### config.mk
export PLATFORM = sky130hd
export DESIGN_NAME = key_matrix_event_translator
export DESIGN_NICKNAME = d
export VERILOG_FILES = /design/src/kmet_pkg.sv /design/src/key_matrix_event_translator.sv
export SDC_FILE = /design/constraint.sdc
export NUM_CORES = 1
export LEC_CHECK = 0
export ABC_AREA = 1
export BUFFER_PORTS_ARGS = -buffer_cell sky130_fd_sc_hd__buf_2
export CAP_MARGIN = 40
export CORE_UTILIZATION = 59
export CTS_CLUSTER_SIZE = 8
export DETAILED_ROUTE_END_ITERATION = 16
export PLACE_DENSITY = 0.81
export SYNTH_ARGS = -nofsm -noshare
export SYNTH_HDL_FRONTEND = slang
export SYNTH_SLANG_ARGS = --single-unit
### constraint.sdc
create_clock -name clk -period 2.8 [get_ports clk]
set_input_delay 0 -clock clk [delete_from_list [all_inputs] [get_ports clk]]
set_output_delay 0 -clock clk [all_outputs]
set_load 0.02 [all_outputs]
### src/kmet_pkg.sv
`default_nettype none

package kmet_pkg;

  localparam int MatrixRows = 4;
  localparam int MatrixCols = 14;

  localparam logic [6:0] CH_BACKSPACE = 7'd8;
  localparam logic [6:0] CH_TAB       = 7'd9;
  localparam logic [6:0] CH_ENTER     = 7'd10;

  localparam logic [1:0] KIND_BYTE  = 2'd0;
  localparam logic [1:0] KIND_TOKEN = 2'd1;
  localparam logic [1:0] KIND_STOP  = 2'd2;
  localparam logic [1:0] KIND_IME   = 2'd3;

  localparam logic [2:0] TOK_NONE  = 3'd0;
  localparam logic [2:0] TOK_ESC   = 3'd1;
  localparam logic [2:0] TOK_DEL   = 3'd2;
  localparam logic [2:0] TOK_UP    = 3'd3;
  localparam logic [2:0] TOK_LEFT  = 3'd4;
  localparam logic [2:0] TOK_DOWN  = 3'd5;
  localparam logic [2:0] TOK_RIGHT = 3'd6;

  localparam logic [2:0] NAV_NONE  = 3'd0;
  localparam logic [2:0] NAV_BACK  = 3'd1;
  localparam logic [2:0] NAV_UP    = 3'd2;
  localparam logic [2:0] NAV_LEFT  = 3'd3;
  localparam logic [2:0] NAV_DOWN  = 3'd4;
  localparam logic [2:0] NAV_RIGHT = 3'd5;
  localparam logic [2:0] NAV_ENTER = 3'd6;

  // matrix cell as {row[1:0], col}
  localparam logic [5:0] CELL_FN    = {2'd2, 4'd0};
  localparam logic [5:0] CELL_SHIFT = {2'd2, 4'd1};
  localparam logic [5:0] CELL_CTRL  = {2'd3, 4'd0};
  localparam logic [5:0] CELL_OPT   = {2'd3, 4'd1};
  localparam logic [5:0] CELL_ALT   = {2'd3, 4'd2};
  localparam logic [5:0] CELL_ESC   = {2'd0, 4'd0};
  localparam logic [5:0] CELL_DEL   = {2'd0, 4'd13};
  localparam logic [5:0] CELL_UP    = {2'd2, 4'd11};
  localparam logic [5:0] CELL_LEFT  = {2'd3, 4'd10};
  localparam logic [5:0] CELL_DOWN  = {2'd3, 4'd11};
  localparam logic [5:0] CELL_RIGHT = {2'd3, 4'd12};
  localparam logic [5:0] CELL_J     = {2'd2, 4'd8};
  localparam logic [5:0] CELL_SPACE = {2'd3, 4'd13};

  localparam logic [6:0] BASE_LAYER [MatrixRows][MatrixCols] = '{
    '{7'h60, 7'h31, 7'h32, 7'h33, 7'h34, 7'h35, 7'h36, 7'h37, 7'h38, 7'h39,
      7'h30, 7'h2d, 7'h3d, 7'h08},
    '{7'h09, 7'h71, 7'h77, 7'h65, 7'h72, 7'h74, 7'h79, 7'h75, 7'h69, 7'h6f,
      7'h70, 7'h5b, 7'h5d, 7'h5c},
    '{7'h00, 7'h00, 7'h61, 7'h73, 7'h64, 7'h66, 7'h67, 7'h68, 7'h6a, 7'h6b,
      7'h6c, 7'h3b, 7'h27, 7'h0a},
    '{7'h00, 7'h00, 7'h00, 7'h7a, 7'h78, 7'h63, 7'h76, 7'h62, 7'h6e, 7'h6d,
      7'h2c, 7'h2e, 7'h2f, 7'h20}
  };

  localparam logic [6:0] UPPER_LAYER [MatrixRows][MatrixCols] = '{
    '{7'h7e, 7'h21, 7'h40, 7'h23, 7'h24, 7'h25, 7'h5e, 7'h26, 7'h2a, 7'h28,
      7'h29, 7'h5f, 7'h2b, 7'h08},
    '{7'h09, 7'h51, 7'h57, 7'h45, 7'h52, 7'h54, 7'h59, 7'h55, 7'h49, 7'h4f,
      7'h50, 7'h7b, 7'h7d, 7'h7c},
    '{7'h00, 7'h00, 7'h41, 7'h53, 7'h44, 7'h46, 7'h47, 7'h48, 7'h4a, 7'h4b,
      7'h4c, 7'h3a, 7'h22, 7'h0a},
    '{7'h00, 7'h00, 7'h00, 7'h5a, 7'h58, 7'h43, 7'h56, 7'h42, 7'h4e, 7'h4d,
      7'h3c, 7'h3e, 7'h3f, 7'h20}
  };

  typedef struct packed {
    logic [2:0] row;
    logic [3:0] col;
    logic       pressed;
  } evt_t;

  typedef struct packed {
    logic [1:0] kind;
    logic [6:0] char_code;
    logic [2:0] token_code;
    logic [2:0] nav_hint;
  } res_t;

  typedef struct packed {
    logic fn;
    logic shift;
    logic ctrl;
    logic opt;
    logic alt;
  } mods_t;

endpackage

`default_nettype wire

### src/key_matrix_event_translator.sv
// Channel  Ports                            Payload
// in       in_valid, in_ready, in_data      evt_t (row, col, pressed)
// out      out_valid, out_ready, out_data   res_t (kind, char_code, token_code, nav_hint)
//
// One request per cycle while out_ready does not stall: input register, one pass of lookup logic, result register.
// A request moves from the input register to the result register, where out_valid rises; a stall can hold it.
// Modifier flags update when a request leaves the input register, in order.
// Releases, modifier cells, out-of-range cells and Fn with a non-token cell are consumed with no result.
// Reset (rst_n low, synchronous) empties both registers and clears all flags.
// A stalled out_ready holds the result; the input register still takes one request.
`default_nettype none

module key_matrix_event_translator
  import kmet_pkg::*;
(
  input  wire logic clk,
  input  wire logic rst_n,
  input  wire logic in_valid,
  output logic      in_ready,
  input  wire evt_t in_data,
  output logic      out_valid,
  input  wire logic out_ready,
  output res_t      out_data
);

  evt_t  evt_r;
  logic  evt_vld_r;
  mods_t mods_r, mods_nxt;
  res_t  res_r, res_nxt;
  logic  out_vld_r, out_vld_nxt;

  logic       adv;
  logic       hit;
  logic       in_range;
  logic [5:0] cell_id;
  logic [6:0] ch;

  function automatic logic [2:0] arrow_nav(input logic [5:0] cl);
    logic [2:0] nav;
    unique case (cl)
      CELL_ESC:   nav = NAV_BACK;
      CELL_UP:    nav = NAV_UP;
      CELL_LEFT:  nav = NAV_LEFT;
      CELL_DOWN:  nav = NAV_DOWN;
      CELL_RIGHT: nav = NAV_RIGHT;
      default:    nav = NAV_NONE;
    endcase
    return nav;
  endfunction

  assign adv      = evt_vld_r && (!out_vld_r || out_ready);
  assign in_ready = !evt_vld_r || adv;

  assign in_range = !evt_r.row[2] && (evt_r.col < 4'(MatrixCols));
  assign cell_id  = {evt_r.row[1:0], evt_r.col};

  always_comb begin
    ch = 7'd0;
    if (in_range) begin
      ch = mods_r.shift ? UPPER_LAYER[evt_r.row[1:0]][evt_r.col]
                        : BASE_LAYER[evt_r.row[1:0]][evt_r.col];
    end
  end

  always_comb begin
    mods_nxt = mods_r;
    res_nxt  = '0;
    hit      = 1'b0;
    if (in_range) begin
      priority if (cell_id == CELL_FN) begin
        mods_nxt.fn = evt_r.pressed;
      end else if (cell_id == CELL_SHIFT) begin
        mods_nxt.shift = evt_r.pressed;
      end else if (cell_id == CELL_CTRL) begin
        mods_nxt.ctrl = evt_r.pressed;
      end else if (cell_id == CELL_OPT) begin
        mods_nxt.opt = evt_r.pressed;
      end else if (cell_id == CELL_ALT) begin
        mods_nxt.alt = evt_r.pressed;
      end else if (!evt_r.pressed) begin
        hit = 1'b0;
      end else if (mods_r.ctrl && mods_r.alt && cell_id == CELL_DEL) begin
        hit          = 1'b1;
        res_nxt.kind = KIND_STOP;
      end else if ((mods_r.ctrl && cell_id == CELL_J) ||
                   (mods_r.opt && cell_id == CELL_SPACE)) begin
        hit          = 1'b1;
        res_nxt.kind = KIND_IME;
      end else if (mods_r.fn) begin
        res_nxt.kind = KIND_TOKEN;
        hit          = 1'b1;
        unique case (cell_id)
          CELL_ESC: begin
            res_nxt.token_code = TOK_ESC;
            res_nxt.nav_hint   = NAV_BACK;
          end
          CELL_DEL:   res_nxt.token_code = TOK_DEL;
          CELL_UP: begin
            res_nxt.token_code = TOK_UP;
            res_nxt.nav_hint   = NAV_UP;
          end
          CELL_LEFT: begin
            res_nxt.token_code = TOK_LEFT;
            res_nxt.nav_hint   = NAV_LEFT;
          end
          CELL_DOWN: begin
            res_nxt.token_code = TOK_DOWN;
            res_nxt.nav_hint   = NAV_DOWN;
          end
          CELL_RIGHT: begin
            res_nxt.token_code = TOK_RIGHT;
            res_nxt.nav_hint   = NAV_RIGHT;
          end
          default: begin
            hit     = 1'b0;
            res_nxt = '0;
          end
        endcase
      end else if (ch != 7'd0) begin
        hit          = 1'b1;
        res_nxt.kind = KIND_BYTE;
        if (mods_r.ctrl && ((ch >= 7'h61 && ch <= 7'h7a) || (ch >= 7'h41 && ch <= 7'h5a))) begin
          // control byte: letter position 1..26
          res_nxt.char_code = {2'b00, ch[4:0]};
        end else begin
          res_nxt.char_code = ch;
          if (ch == CH_ENTER) begin
            res_nxt.nav_hint = NAV_ENTER;
          end else if (!mods_r.shift) begin
            res_nxt.nav_hint = arrow_nav(cell_id);
          end
        end
      end
    end
  end

  always_comb begin
    out_vld_nxt = out_vld_r;
    if (adv) begin
      out_vld_nxt = hit;
    end else if (out_ready) begin
      out_vld_nxt = 1'b0;
    end
  end

  always_ff @(posedge clk) begin
    if (!rst_n) begin
      evt_vld_r <= 1'b0;
      out_vld_r <= 1'b0;
      mods_r    <= '0;
    end else begin
      out_vld_r <= out_vld_nxt;
      if (in_ready) begin
        evt_vld_r <= in_valid;
      end
      if (adv) begin
        mods_r <= mods_nxt;
      end
    end
  end

  always_ff @(posedge clk) begin
    if (in_ready && in_valid) begin
      evt_r <= in_data;
    end
    if (adv && hit) begin
      res_r <= res_nxt;
    end
  end

  assign out_valid = out_vld_r;
  assign out_data  = res_r;

  a_flags_hold: assert property (@(posedge clk) disable iff (!rst_n)
    !adv |=> $stable(mods_r))
    else $error("modifier flags changed with no request consumed");

  a_range_drop: assert property (@(posedge clk) disable iff (!rst_n)
    adv && !in_range |=> $stable(mods_r) && !out_valid)
    else $error("out-of-range event had an effect");

  a_char_kind: assert property (@(posedge clk) disable iff (!rst_n)
    out_valid && out_data.kind != KIND_BYTE |-> out_data.char_code == 7'd0)
    else $error("char_code set on a non-byte result");

  a_tok_kind: assert property (@(posedge clk) disable iff (!rst_n)
    out_valid |-> ((out_data.token_code != TOK_NONE) == (out_data.kind == KIND_TOKEN)))
    else $error("token_code does not match kind");

  a_mod_silent: assert property (@(posedge clk) disable iff (!rst_n)
    adv && in_range && (cell_id == CELL_FN || cell_id == CELL_SHIFT ||
      cell_id == CELL_CTRL || cell_id == CELL_OPT || cell_id == CELL_ALT) |-> !hit)
    else $error("modifier cell produced a result");

endmodule

`default_nettype wire

==> out/results.txt, run 1 <==
worst r2r src = cell_id[4]$_DFFE_PP_
largest net degree at the start of global routing = 22
# diodes = 0
H-tree depth = 2
layout cells sized above 1 = 21.7%
hold path depth = 4
Worst Skew = 0.00760 ns
most frequent cell after synthesis = nand2_1
min Tclk post-route = 2.71 ns
Critical Path Start Type = register
sequential power share = 41.4%
io pins = 29
hold slack = 0.0817 ns
wire per inst = 18.0 µm
CP arrival = 2.76 ns
WS Path Type = register to register
CP Capture Type = register
Sw Pwr = 0.394 mW
GRT overflow = 0
number of synthesized flops with an enable pin = 23
most frequent CP cell = nand2_1
CTS Buf Count = 5
hpwl dp = 5.86 mm
Max-Cap Viols = 0
Residual DRC = 0
R2R cell count = 17
all-layer global routing usage = 44.2%
syn avg cell area = 6.45 µm²
r2r setup slk = 0.09 ns
Mapped Nets = 398
relative slew slack = 76.0%
Crit path max-delay family = simple AND/OR/NAND/NOR gates
Pwr Density = 386 nW/µm²
via-per-instance ratio = 6.39
ANT nets after route = 0
crit-path cells = inv_2, ha_1, inv_1, nand2_2, nand3_1, nand2_1, nand2_1, inv_1, a21oi_2, nor2_2, nor2_2, nand3_2, nand2_1, nand2_1, nand2_1, clkinvlp_4, buf_4
Finished Layout Cells = 499
synthesized instance count = 378
worst path bufs/invs = 5
GPL Wtd Cong = 0.995
Post-synth top flop = edfxtp_1
Hold EP = out_valid$_SDFFE_PN0P_
CP max stage delay = 0.40 ns
Pleak = 1.50 nW
DIE WIDTH = 66.3 µm
WL final = 8.99 mm
Nets = 470
clk buf depth = 2
Initial Util = 64.2%
status = finished, final reports clean
Cell variety after synth = 30
Async S/R FF share, synth = 0%
CP max FO = 6
num rows = 22
IR drop worst, VDD = 398 µV
Slew @ Worst Pin = 0.357 ns
Final Cycle Share = 96.9%
Total Power = 1.21 mW
die footprint = 4390 µm²
vias in the first global route = 3,104
Clk pwr share = 30.8%
Worst Hold Class = primary input to register
final setup fails = 0
Die H = 66.3 µm
sw frac = 32.6%
CTS tree = built
sequential fraction of the synthesis area = 34.1%
initial antenna violation count = 0
Placed Cells = 478
internal power = 0.813 mW
Crit Reg-Reg Endpoint = out_data[13]$_SDFFCE_PP0P_
Synth top area share = 28.3%
DRT Pass-1 Iters = 6
global-route wire length before repair = 14.4 mm
Core Box Area = 3800 µm²
area leader, netlist = edfxtp_1
Final Worst Setup Slack = 0.0878 ns
P&R area growth vs syn = 28.2%
vias post-DR = 3,189
fmax = 0.369 GHz
DR iter-0 viols = 530
Slowest cell on crit path = edfxtp_1
hold_sp = out_ready
Final Slew Violations = 0
Area contributors post-synth = edfxtp_1 28%, nand2_1 21%, nand3_1 9.7%
root buffer cell = clkbuf_8
Worst EP required = 2.85 ns
Seq cells post-synth = 30
clk sink count = 30
synth cell count leaders = 139 x nand2_1, 47 x nand3_1, 32 x inv_1
Combinational Power Share = 27.8%
CTS clk-pin slew, worst paths = 0.07 ns
CP Launch Point = cell_id[4]$_DFFE_PP_
Synthesis Warnings = 0
DP Worst Slack = -0.0511 ns
cell area after synthesis = 2440 µm²
worst skew pair latency = 0.29 ns
Final Hold Fails = 0
buffers added on ports = 28
routing by layer:
metal	GRT usage (%)	up-vias	part of all wire (%)
li1	-	1393	-
met1	53.2	1394	35
met2	71.2	317	46
met3	10.7	85	13
met4	26.3	0	6.5
met5	0	-	0
metrics by stage:
| stage | TNS (ns) | area (µm²) | utilization (%) |
|---|---|---|---|
| after floorplan | 0 | 2440 | - |
| after global routing | -0.0324 | 3120 | 82.2 |
| after detailed placement | -0.759 | 2880 | 75.7 |
| final | 0 | 3120 | 82.2 |
| after CTS | 0 | 3110 | 81.8 |
| after global placement | 0 | 2880 | 75.7 |
flip-flops by register name, indices dropped and copies added, names as in the netlist:
name and count:
mods_r 5, evt_vld_r 1, cell_id 6, out_valid 1, out_data 15, evt_r 2
layout make-up:
cell class / count / area, µm²
inverter: 39 / 150
multi-input combinational: 297 / 1410
sequential: 30 / 831
timing repair buffer: 77 / 583
clock inverter: 2 / 12.5
fill: 237 / 674
tap: 48 / 60.1
clock buffer: 6 / 82.6
logic make-up (layout without fill, tap and decap cells):
kind of cell	Yosys count	after routing	share of synthesized area, %
and+or+nand+nor	237	237	41.4
buffers and inverters	51	124	8.83
adders and majority gates	8	8	4.11
AOI/OAI and AO/OA	52	52	11.6
DFF	30	30	34.1
power groups by stage:
stage | Combinational, mW | Clock (mW) | Sequential [mW]
floorplan | 0.179 | 0 | 0.512
global placement | 0.284 | 0 | 0.508
detailed placement | 0.292 | 0 | 0.509
CTS | 0.309 | 0.367 | 0.499
global route | 0.358 | 0.387 | 0.501
finish | 0.335 | 0.372 | 0.500
layout by cell type, fill, tap and decap left out, types with 5 or more instances in the layout:
| cell | count |
|---|---|
| nor2_1 | 27 |
| buf_2 | 28 |
| buf_4 | 35 |
| nor2_2 | 5 |
| dlygate4sd3_1 | 10 |
| edfxtp_1 | 23 |
| nand4_1 | 6 |
| a21oi_1 | 24 |
| nor3_1 | 6 |
| o21ai_0 | 12 |
| nand3_1 | 47 |
| a31oi_1 | 6 |
| inv_2 | 9 |
| clkbuf_8 | 6 |
| inv_1 | 28 |
| ha_1 | 8 |
| nand2_1 | 138 |
| dfxtp_1 | 7 |
worst max path at each step:
stage                                       to  depth (start not counted)
detailed placement   out_data[6]$_SDFFCE_PP0P_                         16
finish              out_data[13]$_SDFFCE_PP0P_                         17
floorplan            out_data[0]$_SDFFCE_PP0P_                         17
CTS                 out_data[13]$_SDFFCE_PP0P_                         17
global route         out_data[4]$_SDFFCE_PP0P_                         19
global placement    out_data[11]$_SDFFCE_PP0P_                         16
tightest hold or removal path, stage by stage:
cell and delay (ns):
buf_2 0.09, inv_1 0.07, nand2_1 0.09, a21oi_1 0.07
timing repair:
item                                    in CTS  in global routing
gates resized for setup                      2                  7
buffers inserted                             2                  1
endpoints found under the setup margin      15                 20
pin swaps                                    0                  1
hold buffers                                10                  0
hold endpoints to repair                    11                  0
cloned                                       0                  0
Power figures use the tool's default switching activity.
==> inputs of run 2 (changes only) <==
--- a/config.mk
+++ b/config.mk
@@ -10,6 +10,8 @@
 export CAP_MARGIN = 40
-export CORE_UTILIZATION = 59
+export CELL_PAD_IN_SITES_DETAIL_PLACEMENT = 0
+export CELL_PAD_IN_SITES_GLOBAL_PLACEMENT = 2
+export CORE_UTILIZATION = 32
 export CTS_CLUSTER_SIZE = 8
 export DETAILED_ROUTE_END_ITERATION = 16
-export PLACE_DENSITY = 0.81
+export PLACE_DENSITY = 0.8
 export SYNTH_ARGS = -nofsm -noshare
==> constraint.sdc (replaced) <==
create_clock -name clk -period 2.8 [get_ports clk]
set_input_delay 0.56 -clock clk [delete_from_list [all_inputs] [get_ports clk]]
set_output_delay 0.56 -clock clk [all_outputs]
set_load 0.02 [all_outputs]
==> run 2 against run 1 <==
Clock-buffer cell count stayed put. Utilization down 42 points. Routed wire length fell by 16%. Cell count increased by 5.8%. Largest cell class unchanged. Largest power group unchanged.
==> out/results.txt, run 2 (synthesized netlist as in run 1, its figures left out) <==
Critical Path Start Type = register (unchanged)
Final Slew Violations = 0 (unchanged)
Initial Util = 33.4% (was 64.2%)
hpwl dp = 5.81 mm (was 5.86 mm)
worst skew pair latency = 0.28 ns (was 0.29 ns)
# diodes = 0 (unchanged)
post-route setup TNS = 0 ns (unchanged)
commonest non-fill, non-tap cell in the layout = nand2_1 (unchanged)
most frequent CP cell = nand2_1 (unchanged)
status = finished, final reports clean (unchanged)
Worst Hold Class = primary input to register (unchanged)
CTS Buf Count = 5 (unchanged)
CP arrival = 2.61 ns (was 2.76 ns)
all-layer global routing usage = 20.5% (was 44.2%)
Die H = 89.3 µm (was 66.3 µm)
CTS tree = built (unchanged)
P&R area growth vs syn = 20.9% (was 28.2%)
max FFs per register = 15 (unchanged)
Max-Cap Viols = 0 (unchanged)
H-tree depth = 2 (unchanged)
Slew @ Worst Pin = 0.594 ns (was 0.357 ns)
vias post-DR = 2,682 (was 3,189)
CTS clk-pin slew, worst paths = 0.06 ns (was 0.07 ns)
RSZ-0062 raised after global routing = false
initial antenna violation count = 0 (unchanged)
Pwr Density = 380 nW/µm² (was 386 nW/µm²)
global-route wire length before repair = 12.4 mm (was 14.4 mm)
DIE WIDTH = 89.3 µm (was 66.3 µm)
min Tclk post-route = 2.61 ns (was 2.71 ns)
layout cells sized above 1 = 18.9% (was 21.7%)
ANT nets after route = 0 (unchanged)
crit-path cells = inv_2, ha_1, inv_1, nand2_4, nand3_1, nand2_1, nand2_1, a21oi_1, nand3_1, nand2_1, nor2_2, nand3_2, nand2_1, nand2_1, nand2_1, inv_1, buf_12 (was inv_2, ha_1, inv_1, nand2_2, nand3_1, nand2_1, nand2_1, inv_1, a21oi_2, nor2_2, nor2_2, nand3_2, nand2_1, nand2_1, nand2_1, clkinvlp_4, buf_4)
CP max stage delay = 0.46 ns (was 0.40 ns)
fmax = 0.383 GHz (was 0.369 GHz)
Multi-input gate area = 1410 µm² (about the same)
sequential power share = 44.7% (was 41.4%)
# hold bufs at CTS = 0 (was 10)
Core Box Area = 7290 µm² (was 3800 µm²)
buffers added on ports = 28 (unchanged)
Clk pwr share = 29.7% (was 30.8%)
CP Capture Type = register (unchanged)
clk sink count = 30 (unchanged)
largest net degree at the start of global routing = 23 (was 22)
hold path depth = 1 (was 4)
WS Path Type = register to register (unchanged)
Placed Cells = 517 (was 478)
relative slew slack = 60.4% (was 76.0%)
GRT overflow = 0 (unchanged)
commonest cells after routing, fill and taps aside = 137 x nand2_1, 46 x nand3_1, 30 x inv_1 (was 138 x nand2_1, 47 x nand3_1, 35 x buf_4)
Combinational Power Share = 25.5% (was 27.8%)
fill count = 833 (was 237)
GPL Wtd Cong = 0.869 (was 0.995)
Nets = 448 (was 470)
hold slack = 0.455 ns (was 0.0817 ns)
CP max FO = 15 (was 6)
DR iter-0 viols = 237 (was 530)
Final Cycle Share = 93.4% (was 96.9%)
Pleak = 1.40 nW (was 1.50 nW)
Residual DRC = 0 (unchanged)
Stages on worst setup path = 17 (unchanged)
clk buf depth = 2 (unchanged)
Crit path max-delay family = simple AND/OR/NAND/NOR gates (unchanged)
Slowest cell on crit path = edfxtp_1 (unchanged)
WL final = 7.57 mm (was 8.99 mm)
internal power = 0.760 mW (was 0.813 mW)
worst path bufs/invs = 4 (was 5)
wire per inst = 14.3 µm (was 18.0 µm)
Worst EP required = 2.79 ns (was 2.85 ns)
num rows = 31 (was 22)
R2R cell count = 17 (unchanged)
DRT Pass-1 Iters = 5 (was 6)
IR drop worst, VDD = 266 µV (was 398 µV)
sw frac = 32.0% (was 32.6%)
root buffer cell = clkbuf_8 (unchanged)
Finished Layout Cells = 528 (was 499)
Worst Skew = 0.00254 ns (was 0.00760 ns)
die footprint = 7970 µm² (was 4390 µm²)
Sw Pwr = 0.358 mW (was 0.394 mW)
io pins = 29 (unchanged)
final setup fails = 0 (unchanged)
Sequential Area = 831 µm² (unchanged)
Final Hold Fails = 0 (unchanged)
vias in the first global route = 2,521 (was 3,104)
via-per-instance ratio = 5.08 (was 6.39)
==> run 2: cell count changes in the layout (fill, tap and decap cells not counted), sizes merged <==
cell,before,now
buf,67,55
clkinv,2,3
dlygate4sd3,10,0
clkinvlp,2,0
inv,37,38
==> run 2: area by class of cell <==
type	instances	area share (%)
multi-input cells	297	47.8
flip-flops and latches	30	28.2
repair buffers	55	12.1
inverters	39	4.97
well taps	99	4.20
clock buffers	6	2.46
clock inverters	2	0.297
==> run 2: layer usage <==
layer  global-route usage [%]  vias up  share of wire (%)
met5                        0        -                  0
met4                     7.65        0                1.3
met3                     3.88       11                6.2
met2                     32.4      102                 46
met1                     27.9     1216                 46
li1                         -     1353                  -
==> run 2: what timing repair did <==
action                                  CTS  global route
buffers inserted                          0             3
gates resized for setup                   0             7
endpoints found under the setup margin    0            22
==> run 2: stage by stage <==
step	utilization [%]	cell area [µm²]	power (mW)	setup WS (ns)
after floorplan	-	2440	0.691	0.243
after global placement	38.7	2830	0.789	0.0327
after detailed placement	38.7	2830	0.782	0.0379
after CTS	39.9	2910	1.12	0.0182
after global routing	40.4	2950	1.18	0.00719
final	40.4	2950	1.12	0.186
==> run 2: worst paths after layout <==
check | from | to | slack, ns
setup reg to reg | cell_id[4]$_DFFE_PP_ | out_data[9]$_SDFFCE_PP0P_ | 0.19
hold / removal | in_data[4] | cell_id[3]$_DFFE_PP_ | 0.46
setup / recovery | cell_id[4]$_DFFE_PP_ | out_data[9]$_SDFFCE_PP0P_ | 0.19
hold reg to reg | mods_r[0]$_SDFFE_PN0P_ | mods_r[0]$_SDFFE_PN0P_ | 0.49
==> run 2: power groups by stage <==
stage          clock network [mW]  registers [mW]  logic, mW
2_1_floorplan                   0           0.512      0.179
3_3_place_gp                    0           0.509      0.279
3_5_place_dp                    0           0.510      0.273
4_1_cts                     0.343           0.500      0.274
5_1_grt                     0.359           0.502      0.319
6_report                    0.333           0.500      0.285
==> inputs of run 3 (changes only) <==
Settings changed: REMOVE_ABC_BUFFERS set to 1.
==> run 3 against run 2 <==
Design area increased by 0.85%. Combinational power about the same. Critical path depth unchanged. Clock power is essentially flat. Highest routed layer unchanged. Largest cell class unchanged.
==> out/results.txt, run 3 (synthesized netlist as in run 1, its figures left out) <==
Worst EP required = 2.79 ns (about the same)
largest net degree at the start of global routing = 23 (unchanged)
buffers added on ports = 28 (unchanged)
hold path depth = 1 (unchanged)
Pwr Density = 376 nW/µm² (was 380 nW/µm²)
# hold bufs at CTS = 0 (unchanged)
DIE WIDTH = 89.3 µm (unchanged)
all-layer global routing usage = 20.8% (was 20.5%)
clk buf depth = 2 (unchanged)
wire per inst = 14.6 µm (was 14.3 µm)
worst skew pair latency = 0.28 ns (about the same)
# diodes = 0 (unchanged)
max FFs per register = 15 (unchanged)
relative slew slack = 72.6% (was 60.4%)
DR iter-0 viols = 250 (was 237)
GPL Wtd Cong = 0.853 (was 0.869)
vias in the first global route = 2,449 (was 2,521)
Slew @ Worst Pin = 0.410 ns (was 0.594 ns)
Worst Hold Class = primary input to register (unchanged)
fmax = 0.393 GHz (was 0.383 GHz)
hold_sp = in_data[0] (was in_data[4])
CP max FO = 15 (unchanged)
Initial Util = 33.4% (unchanged)
CP Capture Type = register (unchanged)
Pleak = 1.41 nW (was 1.40 nW)
P&R area growth vs syn = 21.9% (was 20.9%)
global-route wire length before repair = 12.4 mm (about the same)
fill count = 834 (was 833)
root buffer cell = clkbuf_8 (unchanged)
commonest non-fill, non-tap cell in the layout = nand2_1 (unchanged)
min Tclk post-route = 2.54 ns (was 2.61 ns)
CP Launch Point = cell_id[4]$_DFFE_PP_ (unchanged)
layout cells sized above 1 = 19.6% (was 18.9%)
CTS Buf Count = 5 (unchanged)
CTS tree = built (unchanged)
ANT nets after route = 0 (unchanged)
clk sink count = 30 (unchanged)
R2R cell count = 17 (unchanged)
commonest cells after routing, fill and taps aside = 138 x nand2_1, 47 x nand3_1, 31 x inv_1 (was 137 x nand2_1, 46 x nand3_1, 30 x inv_1)
via-per-instance ratio = 5.07 (was 5.08)
Final Cycle Share = 90.8% (was 93.4%)
IR drop worst, VDD = 232 µV (was 266 µV)
Critical Path Start Type = register (unchanged)
Final Slew Violations = 0 (unchanged)
worst r2r src = cell_id[4]$_DFFE_PP_ (unchanged)
Die H = 89.3 µm (unchanged)
placed inst area = 2880 µm² (was 2830 µm²)
num rows = 31 (unchanged)
io pins = 29 (unchanged)
GRT overflow = 0 (unchanged)
Worst Skew = 0.00814 ns (was 0.00254 ns)
status = finished, final reports clean (unchanged)
WS Path Type = register to register (unchanged)
final setup fails = 0 (unchanged)
Residual DRC = 0 (unchanged)
H-tree depth = 2 (unchanged)
Final Hold Fails = 0 (unchanged)
CTS clk-pin slew, worst paths = 0.06 ns (about the same)
Nets = 452 (was 448)
CP arrival = 2.53 ns (was 2.61 ns)
initial antenna violation count = 0 (unchanged)
Max-Cap Viols = 0 (unchanged)
DRT Pass-1 Iters = 8 (was 5)
Core Box Area = 7290 µm² (unchanged)
post-layout util = 40.8% (was 40.4%)
post-route cell area = 2970 µm² (was 2950 µm²)
vias post-DR = 2,699 (was 2,682)
die footprint = 7970 µm² (unchanged)
hpwl dp = 6.07 mm (was 5.81 mm)
WL final = 7.74 mm (was 7.57 mm)
==> run 3: metrics by stage <==
| step | instances | setup TNS [ns] | setup WS [ns] | hold slack, ns | power, mW |
|---|---|---|---|---|---|
| global route | 532 | -0.242 | -0.0219 | 0.442 | 1.17 |
| CTS | 532 | 0 | 0.161 | 0.447 | 1.12 |
| global placement | 524 | 0 | 0.169 | 0.467 | 0.795 |
| detailed placement | 524 | 0 | 0.176 | 0.474 | 0.788 |
| finish | 532 | 0 | 0.257 | 0.453 | 1.12 |
| floorplan | 366 | 0 | 0.207 | 0.450 | 0.683 |
==> run 3: cell type report <==
class | instances | area (µm²) | area share (%)
Clock buffer | 6 | 72.6 | 2.44
Sequential cell | 30 | 831 | 28.0
Inverter | 39 | 146 | 4.93
Timing Repair Buffer | 59 | 385 | 13.0
Multi-Input combinational cell | 297 | 1400 | 47.2
Clock inverter | 2 | 8.76 | 0.295
Tap cell | 99 | 124 | 4.17
==> run 3: path summary, 6_finish.rpt <==
path	end	slack [ns]
setup / recovery	out_data[9]$_SDFFCE_PP0P_	0.26
hold / removal	evt_r[0]$_DFFE_PP_	0.45
setup reg to reg	out_data[9]$_SDFFCE_PP0P_	0.26
hold reg to reg	mods_r[0]$_SDFFE_PN0P_	0.49
==> run 3: timing repair <==
item                                    in CTS  in global routing
setup buffers                                0                  0
hold endpoints to repair                     0                  0
gates resized for setup                      0                  6
endpoints found under the setup margin       0                 20
==> run 3: layer usage <==
layer / part of all wire, % / GRT usage, %
met5: 0 / 0
met4: 1.3 / 5.19
met1: 47 / 29.3
met3: 5.4 / 3.23
met2: 46 / 33.2
==> run 3: report_power, final <==
group          total [mW]  internal [mW]  switching (mW)  leakage [nW]
Clock               0.332          0.171           0.161        0.0426
Combinational       0.286          0.100           0.186          1.09
Sequential          0.500          0.490         0.00970         0.273
Total                1.12          0.761           0.357          1.41
==> run 3: critical path: stages, from the launching register on <==
cell and delay (ns):
edfxtp_1 0.43, inv_2 0.14, ha_2 0.26, inv_1 0.10
nand2_1 0.14, nand3_1 0.09, nand2_1 0.07, nand2_1 0.06
a21oi_1 0.13, nand3_1 0.13, nand2_1 0.13, nor2_2 0.06
nand3_2 0.09, nand2_1 0.07, nand2_1 0.06, nand2_1 0.06
inv_1 0.09, buf_12 0.15
